==> src/rtl/rri_pkg.sv <==
// Shared types, constants and helpers for the RTCP report interval core.
// No dependencies; imported by every module of the block except the checker.
`default_nettype none

package rri_pkg;

  localparam int RANDOM_BITS = 16;

  localparam int NUM_W    = 44;
  localparam int DEN_W    = 34;
  localparam int T_W      = 34;
  localparam int SCALE_W  = 17;
  localparam int S_W      = 35;
  localparam int PROD_W   = 51;
  localparam int DIV_STAGES = NUM_W;

  localparam int QUEUE_DEPTH = 4;
  localparam int QPTR_W      = $clog2(QUEUE_DEPTH);
  localparam int QCNT_W      = $clog2(QUEUE_DEPTH + 1);

  localparam logic [11:0]        MS_X4          = 12'd4000;
  localparam logic [15:0]        COMP_RECIP_Q16 = 16'd53794;
  localparam logic [SCALE_W-1:0] HALF_Q16       = 17'd32768;

  localparam logic [1:0] CFG_BANDWIDTH    = 2'd0;
  localparam logic [1:0] CFG_MIN_INTERVAL = 2'd1;

  localparam logic [1:0] SHARE_SENDER   = 2'd0;
  localparam logic [1:0] SHARE_RECEIVER = 2'd1;
  localparam logic [1:0] SHARE_FULL     = 2'd2;

  typedef struct packed {
    logic [15:0]        avg;
    logic [15:0]        sites;
    logic [1:0]         share;
    logic [15:0]        minimum;
    logic [SCALE_W-1:0] scale;
  } rri_job_t;

  typedef struct packed {
    logic [15:0]        minimum;
    logic [SCALE_W-1:0] scale;
  } rri_side_t;

  typedef struct packed {
    logic [DEN_W-1:0] rem;
    logic [NUM_W-1:0] nq;
    logic [DEN_W-1:0] den;
    rri_side_t        side;
  } rri_div_t;

  function automatic logic [15:0] to_q16(input logic [15:0] r);
    logic [31:0] wide;
    logic [31:0] masked;
    logic [15:0] res;
    wide = {16'b0, r};
    if (RANDOM_BITS >= 32) masked = wide;
    else masked = wide & ((32'd1 << RANDOM_BITS) - 32'd1);
    if (RANDOM_BITS > 16) res = masked[15:0] >> (RANDOM_BITS - 16);
    else res = 16'(masked << (16 - RANDOM_BITS));
    return res;
  endfunction

  // one restoring step: shift in the next numerator bit, subtract if it fits
  function automatic rri_div_t div_step(input rri_div_t x);
    rri_div_t         y;
    logic [DEN_W:0]   shifted;
    logic [DEN_W:0]   diff;
    y = x;
    shifted = {x.rem, x.nq[NUM_W-1]};
    diff = shifted - {1'b0, x.den};
    if (shifted >= {1'b0, x.den}) begin
      y.rem = diff[DEN_W-1:0];
      y.nq  = {x.nq[NUM_W-2:0], 1'b1};
    end else begin
      y.rem = shifted[DEN_W-1:0];
      y.nq  = {x.nq[NUM_W-2:0], 1'b0};
    end
    return y;
  endfunction

endpackage

`default_nettype wire

==> src/rtl/rri_queue.sv <==
// Short job queue between the front end and the arithmetic pipeline.
// Depends on rri_pkg.
`default_nettype none

module rri_queue (
  input  logic              clk,
  input  logic              rst,
  input  logic              push,
  input  rri_pkg::rri_job_t push_job,
  output logic              full,
  input  logic              pop,
  output logic              empty,
  output rri_pkg::rri_job_t head_job
);
  import rri_pkg::*;

  rri_job_t          entries [QUEUE_DEPTH];
  logic [QPTR_W-1:0] wr_ptr;
  logic [QPTR_W-1:0] rd_ptr;
  logic [QCNT_W-1:0] count;

  assign full     = count == QCNT_W'(QUEUE_DEPTH);
  assign empty    = count == '0;
  assign head_job = entries[rd_ptr];

  always_ff @(posedge clk) begin
    if (push) entries[wr_ptr] <= push_job;
  end

  always_ff @(posedge clk) begin
    if (rst) begin
      wr_ptr <= '0;
      rd_ptr <= '0;
      count  <= '0;
    end else begin
      if (push) wr_ptr <= wr_ptr + 1'b1;
      if (pop) rd_ptr <= rd_ptr + 1'b1;
      if (push && !pop) count <= count + 1'b1;
      else if (pop && !push) count <= count - 1'b1;
    end
  end

endmodule

`default_nettype wire

==> config.mk <==
export PLATFORM = sky130hd
export DESIGN_NAME = rri_queue
export DESIGN_NICKNAME = d
export VERILOG_FILES = /design/src/rtl/rri_pkg.sv /design/src/rtl/rri_queue.sv
export SDC_FILE = /design/constraint.sdc
export NUM_CORES = 1
export LEC_CHECK = 0
export ABC_AREA = 1
export BUFFER_PORTS_ARGS = -buffer_cell sky130_fd_sc_hd__buf_2
export CORE_MARGIN = 10
export CORE_UTILIZATION = 35
export DETAILED_ROUTE_END_ITERATION = 10
export GPL_TIMING_DRIVEN = 0
export PLACE_DENSITY = 0.62
export SETUP_SLACK_MARGIN = 0.2
export SLEW_MARGIN = 10
export SYNTH_ARGS = -nofsm -noshare
export SYNTH_HDL_FRONTEND = slang
export SYNTH_SLANG_ARGS = --single-unit
export TNS_END_PERCENT = 50
==> constraint.sdc <==
create_clock -name clk -period 2.58 [get_ports clk]
set_input_delay 0.258 -clock clk [delete_from_list [all_inputs] [get_ports clk]]
set_output_delay 0.258 -clock clk [all_outputs]
set_load 0.1 [all_outputs]
# After elaboration in Yosys (flattened, before gate mapping)
# Memory sizes are Yosys's and may differ from the RTL's. A register that Yosys moved wholly into a read port is not among the register bits.
# Cells that the tools add are included.
# word_totals
mem_bits_rw,268
memories,1
output_inout_bits,69
regBits,7
input_bits,71
# memory_table
name,words,word_bits,rd,rd_clocked_by_memory_dff,write_ports,line_no,text
entries,4,67,1,1,1,rri_queue.sv:17,rri_job_t entries [QUEUE_DEPTH];
# classes
n_reduce_logical,6
n_eq_ne,1
mux,6
addsub,4
# ops
operator,count
3-bit two-way mux,2
"2-bit by 1-bit adder with 2-bit output, second input constant",2
2-bit two-way mux,2
"3-bit by 1-bit adder with 3-bit output, second input constant",1
"3-bit equality test, second input constant",1
3-bit logical NOT,1
"3-bit by 1-bit subtractor with 3-bit output, second input constant",1
1-bit logical AND,2
1-bit logical NOT,2
1-bit two-way mux,2
2-bit nonzero test,1

# Longest topological paths before layout
# Gate-level depths: netlist (run 1).
# logic_depth
ltp_word,4
mapped_depth,10

# Worst setup path before layout (run 1)
# No wires, ideal clock.
# synth_path
path_kind,register -> output
startpoint,register count[0]
endpoint,output empty
path_stages_with_launch,2
setup_slack_ns,-0.096
arrival_ns,2.418
cell_sequence,dfxtp_1 nor3_1
# synth_via
elab_chain_cells,1
# synth_lines
item,line_no,text
"start, declared",rri_queue.sv:20,logic [QCNT_W-1:0] count;
"start signal, assigned",rri_queue.sv:38,if (push && !pop) count <= count + 1'b1;
"start signal, assigned",rri_queue.sv:39,else if (pop && !push) count <= count - 1'b1;
3-bit logical NOT,rri_queue.sv:23,assign empty = count == '0;
"end, declared",rri_queue.sv:12,"output logic empty,"
# No other way between the ends.

==> results of run 1 <==
==> cell type report <==
type / instances / area share [%]
clock buffers: 36 / 5.454
multi-input cells: 369 / 14.79
flip-flops and latches: 277 / 59.68
plain buffers: 43 / 2.269
repair buffers: 211 / 12.55
well taps: 390 / 3.539
clock inverters: 16 / 1.143
inverters: 17 / 0.5717
==> cell usage in the layout, fill, tap and decap left out, drive strengths merged <==
| master | n |
|---|---|
| a21oi | 3 |
| buf | 165 |
| bufinv | 3 |
| clkbuf | 57 |
| clkinv | 11 |
| clkinvlp | 1 |
| dfxtp | 9 |
| dlygate4sd3 | 68 |
| edfxtp | 268 |
| fa | 1 |
| ha | 5 |
| inv | 18 |
| nand2 | 9 |
| nand3 | 1 |
| nand4 | 1 |
| nor2 | 140 |
| nor3 | 2 |
| o21ai | 139 |
| o22ai | 67 |
| xor2 | 1 |
==> path summary, 6_finish.rpt <==
kind | from | endpoint | slack [ns] | cells past startpoint
worst max-delay path | flop | head_job[53] | 0.27 | 6
worst min-delay path | push | wr_ptr[1]$_SDFFE_PP0P_ | 0.08 | 3
worst max register to register | wr_ptr[0]$_SDFFE_PP0P_ | entries[0][35]$_DFFE_PP_ | 0.84 | 5
worst min register to register | rd_ptr[1]$_SDFFE_PP0P_ | flop | 0.47 | 1
==> kinds of logic after synthesis <==
family          after synthesis  synth area share (%)
flops                       277                 79.24
compound gates              209                 10.88
simple gates                153                 5.591
buf+inv                      60                 3.410
fa+ha+maj                     6                0.7953
xor+xnor                      1               0.08436
==> per-layer routing <==
layer	track usage [%]	vias up	part of all wire, %
li1	-	3144	-
met1	17.38	3220	43
met2	23.62	168	49
met3	2.342	32	5.0
met4	3.578	0	2.2
met5	0	-	0
==> sequential cells by signal, indices dropped and copies added, names as in the netlist, named ones only <==
signal and count:
entries 268, count 3, rd_ptr 2, wr_ptr 2
==> power groups by stage <==
stage / Sequential (uW) / Combinational (uW) / Clock, uW
after floorplan: 5280 / 1610 / 0
after global placement: 5300 / 2070 / 0
after detailed placement: 5280 / 2110 / 0
after CTS: 5180 / 2310 / 4090
after global routing: 5200 / 2440 / 4270
final: 5180 / 2310 / 3990
==> critical path: cells and delay by family (launching register included) <==
kind,cells,cell delay (ns)
compound gates,1,0.24
buf+inv,4,0.90
flops,1,0.31
simple gates,1,0.06
==> timing repair <==
item,4_1_cts,5_1_grt
endpoints found under the hold margin,269,0
pin swaps,0,1
gates resized for setup,90,23
hold buffers,68,0
endpoints found under the setup margin,66,35
==> cells in the mapped netlist, drive strengths merged <==
master    n  share of area [%]
o22ai    67                4.0
o21ai   139                6.7
nor3      2              0.096
a21oi     3               0.14
ha        5               0.60
clkbuf   18               0.84
dfxtp     9                1.7
edfxtp  268                 78
inv      17               0.66
nand4     1              0.060
nand3     1              0.048
buf      25                1.9
nand2     9               0.33
xor2      1              0.084
fa        1               0.19
nor2    140                5.1
==> per-stage QoR <==
stage	TNS, ns	cells	area, um^2
final	0	1359	13790
after floorplan	-0.1928	706	10580
after detailed placement	0	1239	11890
after global placement	-237.63	1235	11770
after CTS	0	1359	13710
after global routing	0	1359	13790
==> flow_summary_export.csv, run 1 <==
group,metric,value,unit
place,port_buffers,139,
cts,cts_buffer_depth,3,
drt,viasPerCell,4.830,
worst_hold_path,hold_path_class,"input port to flop",
sta,maxSlewViolCount,0,
cts,path_clk_slew,0.06,ns
global_route,grt_first_pass_wirelength,39150,um
setup_path,critPathKind,"flop to primary output",
finish,fin_util,46.77,%
cts,h-tree-depth,1,
cts,post-cts-setup-buffer-count,0,
drt,ant_nets,0,
power,vdd_drop_max,0.7245,mV
floorplanning,rows,63,
finish,fillers,2599,
drt,post_drt_wl_per_cell,19.05,um
floorplanning,num_io_pins,140,
finish,register_area,0.008229,mm^2
cts,cts_sinks,277,
power,comb_power_share,20.1,%
setup_path,cp_data_required_time,2.32,ns
sta,setup_viol,0,
logic_synthesis,synth_fp_nets,783,
power,p_per_area,832.8,mW/mm^2
setup_path,critical_path.slowest_cell,"clkbuf_4",
logic_synthesis,synthesis.instances,706,
power,p_sw,3436,uW
power,power.leakage,0.004940,uW
sta,rsz0062_at_grt,"yes",
setup_path,path_cells,"buf_6 -> inv_6 -> buf_2 -> nor2_1 -> o22ai_1 -> clkbuf_4",
global_route,gr-usage-all-layers,13.67,%
finish,antennaDiodeCount,0,
setup_path,crit_path_start_kind,"flop",
drt,drc,0,
drt,vias,6564,
finish,area_delta_synth_final,32.79,%
cts,worstSkewPairLatency,0.54,ns
power,p_sw_share,29.92,%
power,power.share.clock,34.7,%
floorplanning,die_area,0.03696,mm^2
power,internal_power,8047,uW
floorplanning,die_y,192.2,um
drt,initialDrtViolationCount,265,
sta,hold_ws,0.08155,ns
sta,worst_pin_slew,0.5020,ns
finish,drive_gt1_share,27.66,%
sta,hold_viol_final,0,
cts,cts_tree,"yes",
sta,relSlewSlack,66.76,%
floorplanning,fp.dieW,192.2,um
logic_synthesis,yosysWarnings,0,
power,power,11480,uW
sta,max_freq,432.8,MHz
cts,cts_root_buf,"clkbuf_16",
finish,multi_input_area,0.002039,mm^2
floorplanning,coreArea,0.02948,mm^2
logic_synthesis,syn_area,0.01038,mm^2
logic_synthesis,ys_ff_latch,277,
sta,period_minus_slack,2.310,ns
logic_synthesis,yosysSeqAreaShare,79.24,%
place,pre_cts_ws,0.4083,ns
sta,fin_ws,0.2697,ns
sta,clock_skew,0.005629,ns
drt,routed_wl,25890,um
outcome,status,"finished, final reports clean",
place,dp_hpwl,15610,um
setup_path,cp.arrival,2.05,ns
finish,layout.nets,1025,
sta,finalCritPeriodShare,89.55,%
place,gp_congestion,0.6924,
drt,dr.pass1.iters,4,
setup_path,critical_path.max_fanout,10,
power,p_seq_share,45.1,%
floorplanning,start_util,35.22,%
run,max-cap-violations,0,
global_route,overflow,0,
cts,cts_made_buffers,29,
setup_path,crit_path_max_incr_delay,0.39,ns
setup_path,endpoint_kind,"primary output",
global_route,grt_start_max_net_pins,54,
global_route,grt_pass1_vias,6911,
logic_synthesis,avgSynthCellArea,14.71,um^2
logic_synthesis,ys_types,23,
global_route,antenna_found_initial,0,
Note: power is estimated with default switching activity, not from simulation.
==> run 2: changes to the inputs <==
--- a/config.mk
+++ b/config.mk
@@ -12,6 +12,7 @@
 export DETAILED_ROUTE_END_ITERATION = 10
 export GPL_TIMING_DRIVEN = 0
 export PLACE_DENSITY = 0.62
+export RECOVER_POWER = 50
 export SETUP_SLACK_MARGIN = 0.2
 export SLEW_MARGIN = 10
 export SYNTH_ARGS = -nofsm -noshare
==> run 2 against run 1 <==
  * Routed wire length fell by 0.19%
  * Die area did not move
  * Fmax fell by 0.16%
  * Sequential power barely moved
  * Combinational power barely moved
  * Clock skew fell by 0.00065 ns
  * Critical path depth did not move
  * Hold slack got worse by 0.0029 ns
  * Clock power barely moved
  * Total power barely moved
  * Critical path type unchanged
  * Largest power group unchanged
==> flow_summary_export.csv, run 2 (synthesis results as in run 1) <==
group,metric,value,unit
cts,h-tree-depth,1,
sta,rsz0062_at_grt,"yes",
global_route,gr-usage-all-layers,13.67,%
drt,drc,0,
finish,largest-register,"entries",
global_route,grt_pass1_vias,6911,
floorplanning,die_y,192.2,um
setup_path,cp_data_required_time,2.32,ns
setup_path,cp.arrival,2.06,ns
cts,cts_buffer_depth,3,
floorplanning,die_area,0.03696,mm^2
finish,layout.nets,1025,
setup_path,crit_path_start_kind,"flop",
drt,routed_wl,25850,um
place,dp_hpwl,15610,um
cts,cts_sinks,277,
cts,cts_root_buf,"clkbuf_16",
cts,post-cts-setup-buffer-count,0,
drt,ant_nets,0,
finish,final_common_cell,"edfxtp_1",
sta,max_freq,432.1,MHz
worst_hold_path,hold_path_class,"input port to flop",
sta,relSlewSlack,12.91,%
global_route,grt_first_pass_wirelength,39150,um
global_route,overflow,0,
floorplanning,num_io_pins,140,
drt,post_drt_wl_per_cell,19.02,um
finish,largest_reg_flops,268,
finish,largestRegisters,"entries (268), count (3)",
power,power.leakage,0.004751,uW
power,vdd_drop_max,0.7227,mV
run,max-cap-violations,0,
setup_path,critPathKind,"flop to primary output",
sta,finalCritPeriodShare,89.69,%
sta,maxSlewViolCount,0,
floorplanning,rows,63,
place,gp_congestion,0.6924,
global_route,antenna_found_initial,0,
cts,path_clk_slew,0.06,ns
cts,worstSkewPairLatency,0.54,ns
global_route,grt_start_max_net_pins,54,
finish,final_cell_mix,"edfxtp_1, nor2_1, o21ai_0",
drt,initialDrtViolationCount,289,
finish,area_delta_synth_final,31.91,%
cts,cts_made_buffers,29,
cts,cts_tree,"yes",
sta,worst_pin_slew,1.305,ns
sta,hold_viol_final,0,
drt,dr.pass1.iters,4,
sta,period_minus_slack,2.314,ns
place,port_buffers,139,
setup_path,critical_path.max_fanout,10,
floorplanning,start_util,35.22,%
sta,clock_skew,0.004981,ns
floorplanning,fp.dieW,192.2,um
power,p_per_area,837.6,mW/mm^2
outcome,status,"finished, final reports clean",
drt,viasPerCell,4.789,
floorplanning,coreArea,0.02948,mm^2
drt,vias,6508,
finish,antennaDiodeCount,0,
finish,fin_util,46.46,%
place,dpl_cell_area,0.01189,mm^2
sta,setup_viol,0,
finish,finish.instance_area,0.01370,mm^2
finish,drive_gt1_share,20.43,%
setup_path,endpoint_kind,"primary output",
run 2: worst paths after layout:
check / from / cells after the start / end / slack (ns)
max reg2reg: wr_ptr[0]$_SDFFE_PP0P_ / 5 / entries[2][19]$_DFFE_PP_ / 0.31
min reg2reg: rd_ptr[1]$_SDFFE_PP0P_ / 1 / flop / 0.47
min: push / 3 / wr_ptr[1]$_SDFFE_PP0P_ / 0.08
max: flop / 6 / head_job[53] / 0.27
run 2: worst max-delay path: stages, from the launching register on:
cell and delay [ns]:
dfxtp_1 0.31, buf_6 0.15, inv_6 0.11, buf_2 0.25, nor2_1 0.06, o22ai_1 0.25, clkbuf_4 0.39
run 2: layout make-up:
class | count | area [um^2]
timing repair buffer | 211 | 1645
clock inverter | 16 | 157.7
sequential | 277 | 8229
multi-input combinational | 369 | 2039
tap | 390 | 488.0
buffer | 43 | 312.8
fill | 2632 | 15780
inverter | 17 | 72.57
clock buffer | 36 | 752.0
run 2: power by group:
part | switching (uW) | internal, uW
logic | 1760 | 537
registers | 45.0 | 5140
clock network | 1640 | 2360
total | 3440 | 8030
run 2: repair_timing:
action                     4_1_cts  5_1_grt
hold buffers                    68        0
pin swaps                        0        1
setup endpoints to repair       66       35
gates resized for setup         90       23
hold endpoints to repair       269        0
run 2: metrics by stage:
step	setup TNS (ns)	std cells	total power, uW	hold WS, ns	setup WS [ns]
3_3_place_gp	-237.63	1235	7369	0.4263	-0.9349
2_1_floorplan	-0.1928	706	6893	0.3304	-0.09642
3_5_place_dp	0	1239	7389	0.4351	0.4083
4_1_cts	0	1359	11590	0.04701	0.1048
6_report	0	1359	11470	0.07867	0.2659
5_1_grt	0	1359	11890	0.1075	0.1491
run 2: routing by layer:
metal  wire, um  track usage [%]  up-vias
li1           -                -     3142
met1      11260            17.38     3189
met2      12880            23.62      145
met3       1132            2.342       32
met4        571            3.578        0
met5          0                0        -
