## src/rtl/rri_pkg.sv

```systemverilog
// Shared types, constants and helpers for the RTCP report interval core.
// No dependencies; imported by every module of the block except the checker.
`default_nettype none

package rri_pkg;

  localparam int RANDOM_BITS = 16;

  localparam int NUM_W    = 44;
  localparam int DEN_W    = 34;
  localparam int T_W      = 34;
  localparam int SCALE_W  = 17;
  localparam int S_W      = 35;
  localparam int PROD_W   = 51;
  localparam int DIV_STAGES = NUM_W;

  localparam int QUEUE_DEPTH = 4;
  localparam int QPTR_W      = $clog2(QUEUE_DEPTH);
  localparam int QCNT_W      = $clog2(QUEUE_DEPTH + 1);

  localparam logic [11:0]        MS_X4          = 12'd4000;
  localparam logic [15:0]        COMP_RECIP_Q16 = 16'd53794;
  localparam logic [SCALE_W-1:0] HALF_Q16       = 17'd32768;

  localparam logic [1:0] CFG_BANDWIDTH    = 2'd0;
  localparam logic [1:0] CFG_MIN_INTERVAL = 2'd1;

  localparam logic [1:0] SHARE_SENDER   = 2'd0;
  localparam logic [1:0] SHARE_RECEIVER = 2'd1;
  localparam logic [1:0] SHARE_FULL     = 2'd2;

  typedef struct packed {
    logic [15:0]        avg;
    logic [15:0]        sites;
    logic [1:0]         share;
    logic [15:0]        minimum;
    logic [SCALE_W-1:0] scale;
  } rri_job_t;

  typedef struct packed {
    logic [15:0]        minimum;
    logic [SCALE_W-1:0] scale;
  } rri_side_t;

  typedef struct packed {
    logic [DEN_W-1:0] rem;
    logic [NUM_W-1:0] nq;
    logic [DEN_W-1:0] den;
    rri_side_t        side;
  } rri_div_t;

  function automatic logic [15:0] to_q16(input logic [15:0] r);
    logic [31:0] wide;
    logic [31:0] masked;
    logic [15:0] res;
    wide = {16'b0, r};
    if (RANDOM_BITS >= 32) masked = wide;
    else masked = wide & ((32'd1 << RANDOM_BITS) - 32'd1);
    if (RANDOM_BITS > 16) res = masked[15:0] >> (RANDOM_BITS - 16);
    else res = 16'(masked << (16 - RANDOM_BITS));
    return res;
  endfunction

  // one restoring step: shift in the next numerator bit, subtract if it fits
  function automatic rri_div_t div_step(input rri_div_t x);
    rri_div_t         y;
    logic [DEN_W:0]   shifted;
    logic [DEN_W:0]   diff;
    y = x;
    shifted = {x.rem, x.nq[NUM_W-1]};
    diff = shifted - {1'b0, x.den};
    if (shifted >= {1'b0, x.den}) begin
      y.rem = diff[DEN_W-1:0];
      y.nq  = {x.nq[NUM_W-2:0], 1'b1};
    end else begin
      y.rem = shifted[DEN_W-1:0];
      y.nq  = {x.nq[NUM_W-2:0], 1'b0};
    end
    return y;
  endfunction

endpackage

`default_nettype wire

```

## src/rtl/rri_front.sv

```systemverilog
// Front end: input handshake and classification of a request into a job.
// Depends on rri_pkg.
`default_nettype none

module rri_front (
  input  logic             in_valid,
  output logic             in_ready,
  input  logic [15:0]      member_count,
  input  logic [15:0]      sender_count,
  input  logic             we_sent_flag,
  input  logic [15:0]      average_packet_size,
  input  logic             initial_flag,
  input  logic [15:0]      random_fraction,
  input  logic [15:0]      minimum_interval_ms,
  input  logic             queue_full,
  output logic             push,
  output rri_pkg::rri_job_t job
);
  import rri_pkg::*;

  logic [17:0] senders_x4;
  logic        split_share;

  assign in_ready    = !queue_full;
  assign push        = in_valid && !queue_full;
  assign senders_x4  = {sender_count, 2'b00};
  assign split_share = senders_x4 <= {2'b00, member_count};

  always_comb begin
    job.avg   = average_packet_size;
    job.scale = HALF_Q16 + {1'b0, to_q16(random_fraction)};
    if (initial_flag) job.minimum = {1'b0, minimum_interval_ms[15:1]};
    else job.minimum = minimum_interval_ms;
    if (!split_share) begin
      job.share = SHARE_FULL;
      job.sites = member_count;
    end else if (we_sent_flag) begin
      job.share = SHARE_SENDER;
      job.sites = sender_count;
    end else begin
      job.share = SHARE_RECEIVER;
      job.sites = member_count - sender_count;
    end
  end

endmodule

`default_nettype wire

```

## config.mk

```make
export PLATFORM = sky130hd
export DESIGN_NAME = rri_front
export DESIGN_NICKNAME = d
export VERILOG_FILES = /design/src/rtl/rri_pkg.sv /design/src/rtl/rri_front.sv
export SDC_FILE = /design/constraint.sdc
export NUM_CORES = 1
export LEC_CHECK = 0
export BUFFER_PORTS_ARGS = -buffer_cell sky130_fd_sc_hd__buf_2
export CAP_MARGIN = 20
export CORE_AREA = 2 2 86 67
export DETAILED_ROUTE_END_ITERATION = 10
export DIE_AREA = 0 0 88 69
export GPL_TIMING_DRIVEN = 0
export PLACE_DENSITY = 0.76
export SLEW_MARGIN = 40
export SYNTH_ARGS = -nofsm -noshare
export SYNTH_HDL_FRONTEND = slang
export SYNTH_SLANG_ARGS = --single-unit
```

## constraint.sdc

```tcl
create_clock -name vclk -period 1.6
set_input_delay 0 -clock vclk [all_inputs]
set_output_delay 0 -clock vclk [all_outputs]
set_load 0.02 [all_outputs]
```

# --- After elaboration in Yosys (flattened, before gate mapping) ---
# Index checks and enable logic that the tools add are counted.
word_totals:
  word_cells: 8
  ff_bits: 0
  output_inout_bits: 69
  input_bits: 84
classes:
  addsub: 2
  order_cmp: 1
  n_reduce_logical: 2
  mux: 3
ops:
  columns: ["op", "count"]
  rows:
  - ["18-bit two-way mux", 2]
  - ["18-bit by 16-bit less-or-equal comparator with 1-bit output", 1]
  - ["16-bit by 16-bit adder with 17-bit output (first input constant)", 1]
  - ["16-bit two-way mux", 1]
  - ["16-bit subtractor", 1]
  - ["1-bit logical AND", 1]
  - ["1-bit zero test", 1]

# --- Longest topological paths before layout ---
# Gate-level depths: netlist (run 1).
logic_depth:
  depth_word: 3
  depth_mapped: 11
  depth_no_buf: 10

# --- Worst setup path before layout (run 1) ---
# OpenSTA, ideal clock, no wires.
synth_path:
  kind: "input-to-output"
  start: "input port member_count[0]"
  end: "output port job[47] (netlist name)"
  n_path_buf: 0
  path_stages: 9
  setup_slack_ns: -0.316
  t_arrival_ns: 1.916
  required_time_ns: 1.600
  cell_sequence: "inv_1 -> ha_1 -> fa_1 -> and2b_1 -> o2111ai_1 -> nand2_1 -> a21oi_1 -> or4_1 -> a41oi_2"
synth_lines:
  columns: ["item", "line_no", "rtl"]
  rows:
  - ["start, declared", "rri_front.sv:8", "input logic [15:0] member_count,"]
  - ["end, declared", "rri_front.sv:17", "output rri_pkg::rri_job_t job"]

==> results of run 1 <==
-- worst max-delay path, delay by kind of cell --
family | cells | cell delay, ps
adder cells (fa/ha/maj) | 1 | 230
AND/OR/NAND/NOR | 1 | 80
AO/OA/AOI/OAI | 5 | 980
buffers and inverters | 5 | 700
-- power by group --
part | leakage (nW) | switching, mW | internal [mW]
clock network | 0 | 0 | 0
logic | 1.78 | 0.796 | 0.736
registers | 0 | 0 | 0
-- synthesized netlist by cell type, types with 4 or more instances --
cell type	instances
a31oi_1	7
xor2_1	5
o21ai_0	7
nor2b_1	6
ha_1	29
o211a_1	5
nand3_1	7
a21o_1	4
buf_4	33
nand2_1	17
mux2_2	15
nand4_1	4
a21oi_1	27
nor2_1	19
inv_1	35
clkbuf_1	6
xnor2_1	6
-- per-layer routing --
layer | global-route usage | wire [um] | part of all wire | vias up
li1 | - | - | - | 1222
met1 | 0.2989 | 3233 | 0.41 | 1248
met2 | 0.4074 | 4051 | 0.51 | 136
met3 | 0.01557 | 519 | 0.066 | 10
met4 | 0.02564 | 69 | 0.0088 | 0
met5 | 0 | 0 | 0 | -
-- stage by stage --
step	instances	setup WS, ps	TNS, ps	hold WS, ps
after global routing	495	-471.6	-7370	220.4
after CTS	487	-364.5	-4323	217.6
final	495	-405.9	-6363	216.9
after floorplan	274	-102.6	-942.9	76.64
after detailed placement	469	-547.8	-7683	217.8
after global placement	469	-518.2	-6827	217.6
-- cells by family after synthesis --
logic type | share of synthesized area
buffers and inverters | 0.2260
adders and majority gates | 0.1982
and+or+nand+nor | 0.1665
xor gates and xnor gates | 0.05829
AOI/OAI and AO/OA | 0.2636
muxes | 0.08743
-- worst max-delay path by stage --
stage                startpoint      end  slack (ps)  cells past startpoint
2_1_floorplan   member_count[0]  job[47]        -100                      9
6_report       member_count[15]  job[48]        -410                     12
3_3_place_gp    member_count[0]  job[47]        -520                     11
5_1_grt         sender_count[0]  job[48]        -470                     13
4_1_cts         member_count[0]  job[47]        -360                     11
3_5_place_dp    member_count[0]  job[47]        -550                     11
-- final cells by class --
class                           count  area, um2
Timing Repair Buffer              148       1076
Buffer                             40      301.5
Fill cell                         393       1628
Multi-Input combinational cell    195       1931
Inverter                           37      178.9
Tap cell                           75      93.84
-- repair_timing --
action,4_1_cts,5_1_grt
pin swaps,29,15
gates resized for setup,114,35
hold buffers,0,0
setup buffers,17,8
gates cloned,3,0
endpoints found under the setup margin,18,18
==> flow_summary.yaml, run 1 <==
status:
  status: "finished, violations left"
  violations: "negative setup slack"
worst_hold_path:
  hold_end: "job[58]"
  min-delay-start: "average_packet_size[7]"
  whs_path_depth: 2
  holdCritPathClass: "input port to output pin"
finish:
  final_cell_mix: "86 x buf_2, 59 x buf_4, 28 x buf_6"
  drive_gt1_frac: 0.6452
  diodes: 0
  design.seq.count: 0
  syn2layout_area_growth_pct: 85.36
  final_area_mm2: 0.003581
  clkbuf_count: 0
  fin_nets: 536
  layout_commonest_cell: "buf_2"
  fin_util: 0.6875
  seq_area_um2: 0
grt:
  grt_pass1_wl_um: 11370
  grt_start_max_net_pins: 11
  grt_pass1_vias: 2447
  antenna_found_initial: 0
  globalRouteTotalUtil: 0.2258
  grt_overflow: 0
synth:
  synth_nets: 388
  netlist_area_mm2: 0.001932
  avgSynthCellArea_um2: 7.051
  yosys.cell_types.count: 48
  synthCells: 274
  yosys_warnings: 0
  synth_area_leader_cell: "ha_1"
  yosys-top-cells-area: "ha_1 19%, buf_4 13%, mux2_2 8.7%"
  synth_top_area_share: 0.1878
  seq_area_frac_synth: 0
route:
  routedWlPerCell_um: 15.91
  drt_wl_total_um: 7873
  firstDrtPassIters: 5
  drtAntennaViolNets: 0
  vias: 2616
  drt-vias-per-instance: 5.285
  drt_iter0_markers: 196
  drc: 0
die:
  ioPinCount: 153
  initial_utilization: 0.3709
  coreArea_mm2: 0.005209
  die_h_um: 69
  rows: 23
  die_w_um: 88
  dieArea_mm2: 0.006072
critical_path:
  crit_path_top_delay_cell: "a2111o_1"
  critPathKind: "input port to output pin"
  cp.required_ps: 1600
  path_cells: "buf_2 > inv_1 > ha_4 > a2111o_1 > a21oi_2 > a31oi_1 > o21ai_2 > buf_6 > buf_12 > nand2_8 > o221ai_4 > buf_6"
  cp-end-kind: "output pin"
  path_max_fanout: 6
  critPathLaunchType: "input port"
  cp.arrival_ps: 2010
  critical_path.max_stage_delay_ps: 460
  cp_common_cell: "buf_6"
power_and_ir_drop:
  power_density_mw_per_mm2: 427.9
  finalPower_mw: 1.532
  vdd_drop_max_mv: 0.2327
  leakagePower_nw: 1.785
sta:
  final_hold_viol_count: 0
  tightest_slew_ps: 669.2
  maxSlewViolCount: 0
  final.setup.worst_slack_ps: -405.9
  finalSetupViolations: 18
  max_freq_mhz: 498.5
  min_period_ps: 2006
  relSlewSlack: 0.5539
  rsz0062_at_grt: "yes"
  layout_worst_path_cycle_share: 1.254
placement:
  place_area_mm2: 0.002778
  gp_congestion: 0.8639
  dp_hpwl_um: 5361
  port_buffers: 120
run:
  cap_violations: 0
(Power assumes the default switching activity.)
==> run 2, diff against run 1 <==
- ABC_AREA: default -> 1
- CORE_AREA: 2 2 86 67 -> 2 2 89 70
- DIE_AREA: 0 0 88 69 -> 0 0 91 72
==> flow_summary.yaml, run 2 <==
status:
  status: "finished, final reports clean"
critical_path:
  critPathLaunchType: "input port"
  cp-end-kind: "output pin"
  path_max_fanout: 4
  critPathKind: "input port to output pin"
  cp.required_ps: 1600
  cp.arrival_ps: 1560
route:
  drt-vias-per-instance: 4.667
  firstDrtPassIters: 4
  drc: 0
  routedWlPerCell_um: 11.60
  drtAntennaViolNets: 0
  vias: 2987
  drt_wl_total_um: 7425
  drt_iter0_markers: 138
synth:
  netlist_area_mm2: 0.002202
  yosys_warnings: 0
  synth_area_leader_cell: "nand2_1"
  yosys-top-cells-area: "nand2_1 25%, ha_1 16%, inv_1 16%"
  synth_commonest_cells: "149 x nand2_1, 92 x inv_1, 32 x buf_4"
  synthCells: 432
  yosysMostFrequentCell: "nand2_1"
  avgSynthCellArea_um2: 5.097
  synth_top_area_share: 0.2540
  yosys.cell_types.count: 29
  synth_nets: 546
  seq_area_frac_synth: 0
finish:
  layout_commonest_cell: "nand2_1"
  fin_util: 0.6093
  stdcell_count: 640
  diodes: 0
  fin_nets: 678
  multiInputGateArea_mm2: 0.001887
  clkbuf_count: 0
  syn2layout_area_growth_pct: 56.19
  design.seq.count: 0
  seq_area_um2: 0
  final_cell_mix: "142 x nand2_1, 103 x buf_2, 81 x inv_1"
  drive_gt1_frac: 0.4093
  fill_cells: 540
grt:
  grt_start_max_net_pins: 11
  globalRouteTotalUtil: 0.1803
  grt_pass1_vias: 2381
  grt_pass1_wl_um: 10320
  grt_overflow: 0
  antenna_found_initial: 0
placement:
  dp.cells: 632
  port_buffers: 122
  post-place-ws_ps: -130.0
  gp_congestion: 0.9373
  dp_hpwl_um: 5637
run:
  cap_violations: 0
sta:
  final_hold_viol_count: 0
  maxSlewViolCount: 0
  relSlewSlack: 0.6020
  finalSetupViolations: 0
  hold_slack_ps: 216.9
  min_period_ps: 1563
  layout_worst_path_cycle_share: 0.9767
  rsz0062_at_grt: "yes"
  final.setup.worst_slack_ps: 37.29
  tightest_slew_ps: 597.0
  max_freq_mhz: 639.9
power_and_ir_drop:
  power_density_mw_per_mm2: 352.1
  leakagePower_nw: 2.066
  vdd_drop_max_mv: 0.1729
die:
  ioPinCount: 153
  die_w_um: 91
  initial_utilization: 0.3901
  die_h_um: 72
  dieArea_mm2: 0.006552
  coreArea_mm2: 0.005645
  rows: 24
worst_hold_path:
  holdCritPathClass: "input port to output pin"
cts:
  cts_hold_buf: 0
==> run 2: layer usage <==
metal	global-route usage	wire, um
met1	0.2445	3190
met2	0.3350	3661
met3	0.009346	513
met4	0.008418	59
met5	0	0
==> run 2: path summary, 6_finish.rpt <==
| kind | to | cells after the start | from |
|---|---|---|---|
| max | job[45] | 13 | sender_count[0] |
| min | job[4] | 2 | random_fraction[4] |
==> run 2: kinds of logic (layout without fill, tap and decap cells) <==
| kind of cell | count (synthesis) | in the layout | synth area share |
|---|---|---|---|
| buffers and inverters | 134 | 264 | 0.2943 |
| xor gates and xnor gates | 4 | 4 | 0.01591 |
| adders and majority gates | 30 | 30 | 0.1739 |
| AOI/OAI and AO/OA | 40 | 40 | 0.09375 |
| and+or+nand+nor | 224 | 224 | 0.4222 |
==> run 2: per-stage QoR <==
step	area (um2)	TNS, ps	power, mW
2_1_floorplan	2202	0	0.6946
3_3_place_gp	2910	-356.1	0.9781
3_5_place_dp	2910	-949.4	0.9959
4_1_cts	2935	0	1.009
5_1_grt	3440	-475.0	1.327
6_report	3440	0	1.211
==> run 2: area by class of cell <==
class	count	area share
multi-input combinational	298	0.5486
timing repair buffer	130	0.2303
inverter	93	0.1037
buffer	41	0.08912
tap	78	0.02837
==> run 2: where the power goes <==
part	internal, mW	switching, mW
Clock	0	0
Combinational	0.521	0.690
Sequential	0	0
==> run 2: repair_timing <==
action                                  in CTS  in global routing
gates resized for setup                      8                 91
cloned                                       0                  3
endpoints found under the setup margin      16                 18
buffers inserted                             0                  5
pin swaps                                    1                 24
==> run 2: critical path: stages <==
cell and delay (ps):
buf_8 100, ha_4 170, fa_2 370, inv_2 70
nand2_1 50, nand3b_1 220, nand2_1 120, nand2_1 80
nand2_1 50, nand3_1 70, nand3_1 70, nand2_1 80
buf_6 110
==> run 3, diff against run 2 <==
- PLACE_DENSITY: 0.76 -> 0.88
==> flow_summary.yaml, run 3 (synthesized netlist as in run 2, its figures left out) <==
route:
  drc: 0
  vias: 3267
  drt_wl_total_um: 9018
  drtAntennaViolNets: 0
  firstDrtPassIters: 6
  routedWlPerCell_um: 14.09
  drt-vias-per-instance: 5.105
  drt_iter0_markers: 324
sta:
  min_period_ps: 1697
  rsz0062_at_grt: "yes"
  layout_worst_path_cycle_share: 1.061
  maxSlewViolCount: 0
  max_freq_mhz: 589.3
  tightest_slew_ps: 616.0
  relSlewSlack: 0.5894
  final.setup.worst_slack_ps: -96.82
  final_hold_viol_count: 0
  finalSetupTns_ps: -320.1
  finalSetupViolations: 7
critical_path:
  critical_path.max_stage_delay_ps: 230
  crit_buf_inv: 3
  path_cells: "buf_4 > inv_1 > ha_4 > nand2_1 > nand2_1 > nand2_1 > nand3b_1 > nand2_2 > nand2_1 > nand2_1 > nand3_2 > a21oi_2 > buf_4"
  crit_family: "simple AND/OR/NAND/NOR gates"
  cp.arrival_ps: 1700
  cp_common_cell: "nand2_1"
  path_max_fanout: 5
  cp.required_ps: 1600
  crit_path_top_delay_cell: "ha_4"
  critPathLaunchType: "input port"
  critPathKind: "input port to output pin"
  cp-end-kind: "output pin"
  startpoint: "sender_count[3]"
grt:
  grt_overflow: 0
  grt_pass1_vias: 2546
  globalRouteTotalUtil: 0.1834
  antenna_found_initial: 0
  grt_start_max_net_pins: 11
  grt_pass1_wl_um: 10590
power_and_ir_drop:
  finalPower_mw: 1.335
  vdd_drop_max_mv: 0.1887
  leakagePower_nw: 2.107
  power_density_mw_per_mm2: 371.0
finish:
  seq_area_um2: 0
  fin_util: 0.6376
  fill_cells: 463
  clkbuf_count: 0
  fin_nets: 678
  layout_commonest_cell: "nand2_1"
  final_area_mm2: 0.003600
  syn2layout_area_growth_pct: 63.47
  diodes: 0
  design.seq.count: 0
  final_cell_mix: "122 x nand2_1, 97 x buf_2, 79 x inv_1"
  stdcell_count: 640
  drive_gt1_frac: 0.4609
placement:
  gp_congestion: 0.9544
  port_buffers: 122
  place_area_mm2: 0.002910
  dp_hpwl_um: 5698
  dp.cells: 632
worst_hold_path:
  min-delay-start: "random_fraction[11]"
  holdCritPathClass: "input port to output pin"
status:
  status: "finished, violations left"
  violations: "negative setup slack"
die:
  die_w_um: 91
  ioPinCount: 153
  die_h_um: 72
  rows: 24
  dieArea_mm2: 0.006552
  initial_utilization: 0.3901
  coreArea_mm2: 0.005645
run:
  cap_violations: 0
-- run 3: per-layer routing --
layer / track usage / part of all wire / vias to the layer above
li1: - / - / 1552
met1: 0.2302 / 0.37 / 1435
met4: 0.01684 / 0.038 / 0
met3: 0.006231 / 0.088 / 39
met5: 0 / 0 / -
met2: 0.3638 / 0.50 / 241
-- run 3: layout make-up --
class                           instances  area [um2]  area share
Inverter                               93       361.6      0.1005
Tap cell                               78       97.59     0.02711
Timing Repair Buffer                  130       863.3      0.2398
Multi-Input combinational cell        298        1967      0.5464
Buffer                                 41       310.3     0.08620
-- run 3: what timing repair did --
| action | 4_1_cts | 5_1_grt |
|---|---|---|
| buffers inserted | 1 | 4 |
| pin swaps | 1 | 32 |
| endpoints found under the hold margin | 0 | 0 |
| hold buffers | 0 | 0 |
| gates cloned | 0 | 3 |
| endpoints found under the setup margin | 11 | 18 |
| resized for setup | 7 | 135 |
-- run 3: per-stage QoR --
step	hold WS (ps)	setup slack, ps
2_1_floorplan	76.64	248.0
3_3_place_gp	217.7	-62.95
3_5_place_dp	218.4	-93.14
4_1_cts	218.4	3.484
5_1_grt	219.7	-182.7
6_report	216.7	-96.82
-- run 3: final timing paths --
path      end  slack (ps)  cells past startpoint
max   job[49]        -100                     13
min   job[11]         220                      2
-- run 3: where the power goes --
part           switching, mW  internal (mW)
logic                  0.768          0.567
clock network              0              0
registers                  0              0
